--- src/iprtl_pkg.sv ---
// shared types and constants for the ip range table lookup block
// no dependencies; imported by the controller, the datapath and the top level

package iprtl_pkg;

    // default sizes of the table
    localparam int DEF_TABLE_DEPTH   = 1024;
    localparam int DEF_PAYLOAD_WIDTH = 32;

    // fixed field widths of the ports
    localparam int INDEX_W   = 10;
    localparam int ADDR_W    = 32;
    localparam int COUNT_W   = 11;
    localparam int OUT_PAY_W = 32;

    // request operation codes
    typedef enum logic {
        OP_LOAD = 1'b0,
        OP_FIND = 1'b1
    } op_t;

    // controller states
    typedef enum logic [1:0] {
        ST_IDLE,
        ST_PROBE,
        ST_FINISH
    } state_t;

    // controller to datapath commands
    typedef struct packed {
        logic load;      // write the request into the table
        logic start;     // begin a search, issue first probe
        logic step;      // evaluate probe data, issue next probe
        logic cap_hit;   // hold found result with probe payload
        logic cap_miss;  // hold not-found result
        logic out_load;  // move held result into output register
    } ctrl_cmd_t;

    // datapath to controller status
    typedef struct packed {
        logic count_zero; // search window is empty
        logic hit;        // probed range holds the key
        logic more;       // window still nonempty after this probe
    } ctrl_status_t;

endpackage

--- src/iprtl_ctrl.sv ---
// search controller: request acceptance, probe sequencing and output handshake
// depends on iprtl_pkg

module iprtl_ctrl (
    input  logic                    clk,
    input  logic                    rst_n,
    input  logic                    in_valid,
    output logic                    in_stall,
    input  logic                    operation,
    output logic                    out_valid,
    input  logic                    out_stall,
    output iprtl_pkg::ctrl_cmd_t    cmd,
    input  iprtl_pkg::ctrl_status_t status
);

    import iprtl_pkg::*;

    state_t state_reg;
    state_t state_next;
    logic   out_valid_reg;
    logic   out_valid_next;
    logic   accept;
    logic   is_find;
    logic   slot_free;

    assign accept    = in_valid && (state_reg == ST_IDLE);
    assign is_find   = (operation == OP_FIND);
    assign slot_free = !out_valid_reg || !out_stall;

    // next state
    always_comb
    begin
        state_next = state_reg;
        case (state_reg)
            ST_IDLE:
            begin
                if (accept && is_find)
                begin
                    state_next = status.count_zero ? ST_FINISH : ST_PROBE;
                end
            end
            ST_PROBE:
            begin
                if (status.hit || !status.more)
                begin
                    state_next = ST_FINISH;
                end
            end
            ST_FINISH:
            begin
                if (slot_free)
                begin
                    state_next = ST_IDLE;
                end
            end
            default:
            begin
                state_next = ST_IDLE;
            end
        endcase
    end

    // command outputs
    always_comb
    begin
        cmd      = '0;
        in_stall = 1'b1;
        case (state_reg)
            ST_IDLE:
            begin
                in_stall     = 1'b0;
                cmd.load     = accept && !is_find;
                cmd.start    = accept && is_find && !status.count_zero;
                cmd.cap_miss = accept && is_find && status.count_zero;
            end
            ST_PROBE:
            begin
                cmd.step     = 1'b1;
                cmd.cap_hit  = status.hit;
                cmd.cap_miss = !status.hit && !status.more;
            end
            ST_FINISH:
            begin
                cmd.out_load = slot_free;
            end
            default:
            begin
                cmd = '0;
            end
        endcase
    end

    // output valid flag
    always_comb
    begin
        out_valid_next = out_valid_reg && out_stall;
        if (cmd.out_load)
        begin
            out_valid_next = 1'b1;
        end
    end

    always_ff @(posedge clk or negedge rst_n)
    begin
        if (!rst_n)
        begin
            state_reg     <= ST_IDLE;
            out_valid_reg <= 1'b0;
        end
        else
        begin
            state_reg     <= state_next;
            out_valid_reg <= out_valid_next;
        end
    end

    assign out_valid = out_valid_reg;

`ifndef ASSERT_OFF
    // a find on a nonempty table starts probing
    a_find_probes: assert property (@(posedge clk) disable iff (!rst_n)
        accept && is_find && !status.count_zero |=> state_reg == ST_PROBE)
        else $error("find request did not start a search");

    // a finished result lands in the output register
    a_finish_delivers: assert property (@(posedge clk) disable iff (!rst_n)
        (state_reg == ST_FINISH) && slot_free |=> out_valid && (state_reg == ST_IDLE))
        else $error("finished result not moved to output");

    // a new result only comes from the finish state
    a_result_source: assert property (@(posedge clk) disable iff (!rst_n)
        $rose(out_valid_reg) |-> $past(state_reg == ST_FINISH))
        else $error("result appeared outside finish state");
`endif

endmodule

--- config.mk ---
export PLATFORM = sky130hd
export DESIGN_NAME = iprtl_ctrl
export DESIGN_NICKNAME = d
export VERILOG_FILES = /design/src/iprtl_pkg.sv /design/src/iprtl_ctrl.sv
export SDC_FILE = /design/constraint.sdc
export NUM_CORES = 1
export LEC_CHECK = 0
export BUFFER_PORTS_ARGS = -buffer_cell sky130_fd_sc_hd__buf_2
export CAP_MARGIN = 0
export CORE_AREA = 5 5 42 44
export DETAILED_ROUTE_END_ITERATION = 12
export DIE_AREA = 0 0 47 49
export PLACE_DENSITY = 0.43
export SYNTH_ARGS = -nofsm -noshare
export SYNTH_HDL_FRONTEND = slang
export SYNTH_SLANG_ARGS = --single-unit
--- constraint.sdc ---
create_clock -name clk -period 2.4 [get_ports clk]
set_input_delay 0.24 -clock clk [delete_from_list [all_inputs] [get_ports clk]]
set_output_delay 0.24 -clock clk [all_outputs]
set_load 0.01 [all_outputs]
==> results.json <==
{
  "synth_area_sq_um": 213,
  "largest_register_ffs": 2,
  "synth_seq_area_share_pct": 35.3,
  "ff_latch_area_sq_um": 75.1,
  "dp_hpwl_um": 484,
  "cts-root-buf": "clkbuf_4",
  "die_x_um": 47,
  "fin_nets": 52,
  "clk_pin_slew_worst_paths_ns": 0.04,
  "first_pass_iters": 4,
  "pre_cts_ws_ns": 1.06,
  "hp-start": "out_stall",
  "ant_nets": 0,
  "fin_crit_ns": 1.58,
  "cts_resized": 0,
  "hp-class": "input port to flip-flop",
  "period_share_pct": 65.9,
  "power.switching_mw": 0.0606,
  "ioPinCount": 16,
  "cts_max_path_buffers": 2,
  "syn-mean-instance-area_sq_um": 9.25,
  "grt_pass1_vias": 280,
  "hold_violations": 0,
  "hold_depth": 3,
  "num_rows": 14,
  "ys_ff_latch": 3,
  "wl_per_cell_um": 10.8,
  "cp-end-kind": "primary output",
  "p_sw_share_pct": 28.8,
  "grt_pass1_wl_mm": 1.13,
  "p_int_mw": 0.150,
  "holdPathEnd": "out_valid",
  "crit_arrival_ns": 1.34,
  "finalMaxSlewViolations": 0,
  "wl_um": 636,
  "synth.distinct_cells": 15,
  "cts_tree": "done",
  "sequentialPowerShare_pct": 31.2,
  "cts.sinks": 3,
  "vias_per_cell": 4.31,
  "num_antenna_cells": 0,
  "critical_path.max_stage_delay_ns": 0.44,
  "max_freq_mhz": 633,
  "timing.critical_path.cells": "or3b_4, nor2_1, buf_2",
  "cp_slowest_cell": "or3b_4",
  "cts_buffers": 3,
  "syn_to_final_growth_pct": 61.8,
  "r2r_start": "state_reg[0]",
  "status": "completed",
  "setup_tns_ns": 0,
  "grt_max_degree": 8,
  "grt_usage_pct": 7.26,
  "nFillCells": 161,
  "routabilityCongestion": 0.724,
  "slew_headroom_pct": 86.9,
  "r2r_cells": 2,
  "htreeDepth": 1,
  "rsz0062_at_grt": "no",
  "dp.cells": 54,
  "multiInputGateArea_sq_um": 134,
  "port_buffers": 15,
  "synthCells": 23,
  "p_per_area_mw_per_mm2": 611,
  "worstSetupPathType": "flip-flop to primary output",
  "skew_ns": 0.000736,
  "clockPowerShare_pct": 41.7,
  "drt_iter0_drc": 7,
  "dieArea_sq_mm": 0.00230,
  "clkLatencyLatePin_ns": 0.23,
  "drcViolationCount": 0,
  "overflow": 0,
  "die_h_um": 49,
  "setup_violations": 0,
  "setup_slack_ns": 0.820,
  "maxCapViolations": 0,
  "grt_antenna_before_repair": 0,
  "syn_nets": 31,
  "coreArea_sq_mm": 0.00140,
  "path_max_fanout": 7,
  "peakVddDrop_v": 0.000140,
  "drive_gt1_share_pct": 48.8,
  "timing.rr.end": "state_reg[1]",
  "crit_path_start_kind": "flip-flop",
  "worst_pin_slew_ns": 0.196,
  "start_util_pct": 15.2,
  "via_count": 254,
  "pwr-share-comb_pct": 27.1,
  "yosys_warnings": 0,
  "finalNonFillerCells": 59,
  "worstPathRequired_ns": 2.16,
  "p_leak_nw": 0.187,
  "rrSetupSlack_ns": 1.25
}
[how the worst max path moves through the flow]
stage,to,slack [ns],cells past startpoint,startpoint
floorplan,cmd[4],1.16,2,state_reg[0]
global placement,cmd[4],1.08,3,state_reg[0]
detailed placement,cmd[4],1.06,3,state_reg[0]
CTS,cmd[4],0.80,3,state_reg[0]
global route,cmd[5],0.75,3,state_reg[0]
finish,cmd[4],0.82,3,state_reg[0]
[kinds of logic (layout without fill, tap and decap cells)]
kind of cell	Yosys count	count (layout)	share of synthesized area, %
and+or+nand+nor	15	15	44.7
AOI/OAI and AO/OA	4	4	18.2
DFF	3	3	35.3
buffers and inverters	1	21	1.76
[placed cells by master, fill, tap and decap left out]
master,count
nand2_1,3
and2_1,1
or3b_4,1
clkbuf_4,3
clkbuf_1,1
or3b_1,1
inv_1,1
nor2b_1,1
a21oi_1,2
a2bb2o_4,1
or2_2,1
dlygate4sd3_1,1
dfrtp_1,3
nor2_1,2
nand4b_1,2
nand2b_1,2
o221ai_1,1
or2b_1,1
buf_2,15
[worst max-delay path: cells and delay by family, from the launching register on]
kind,cells,cell delay [ns]
AND/OR/NAND/NOR,2,0.55
flip-flops,1,0.42
buffers and inverters,1,0.13
[synthesized netlist by cell type]
library cell | count | area, sq um
dfrtp_1 | 3 | 75.1
nand2_1 | 3 | 11.3
a21oi_1 | 2 | 10.0
nand2b_1 | 2 | 12.5
nand4b_1 | 2 | 17.5
nor2_1 | 2 | 7.51
a2bb2o_4 | 1 | 20.0
and2_1 | 1 | 6.26
inv_1 | 1 | 3.75
nor2b_1 | 1 | 6.26
o221ai_1 | 1 | 8.76
or2_2 | 1 | 6.26
or2b_1 | 1 | 7.51
or3b_1 | 1 | 8.76
or3b_4 | 1 | 11.3
[cell type report]
type	count	share of cell area, %
clock buffers	4	7.64
inverters	1	1.09
multi-input cells	19	38.9
flip-flops and latches	3	21.8
well taps	16	5.82
repair buffers	16	24.7
[repair_timing]
| action | CTS | global route |
|---|---|---|
| endpoints found under the hold margin | 3 | 0 |
| setup buffers | 0 | 0 |
| hold buffers | 1 | 0 |
[metrics by stage]
stage                     hold slack [ns]  util [%]  cell area (sq um)  total power, mW
after floorplan                   -0.0556         -                213           0.0964
after global placement             0.0377      22.0                308            0.123
after detailed placement           0.0374      22.0                308            0.122
after CTS                           0.237      24.6                344            0.218
after global routing                0.279      24.6                344            0.234
final                               0.242      24.6                344            0.210
[power groups by stage]
stage | Sequential (mW) | Clock, mW | Combinational [mW]
after floorplan | 0.0657 | 0 | 0.0306
after global placement | 0.0659 | 0 | 0.0571
after detailed placement | 0.0664 | 0 | 0.0560
after CTS | 0.0661 | 0.0942 | 0.0578
after global routing | 0.0670 | 0.102 | 0.0651
final | 0.0656 | 0.0877 | 0.0570
[metal layers]
metal / track usage [%] / routed length [um]
met1: 8.37 / 289
met2: 9.28 / 243
met3: 4.43 / 93
met4: 5.53 / 8
met5: 0 / 0
Power figures use the tool's default switching activity.
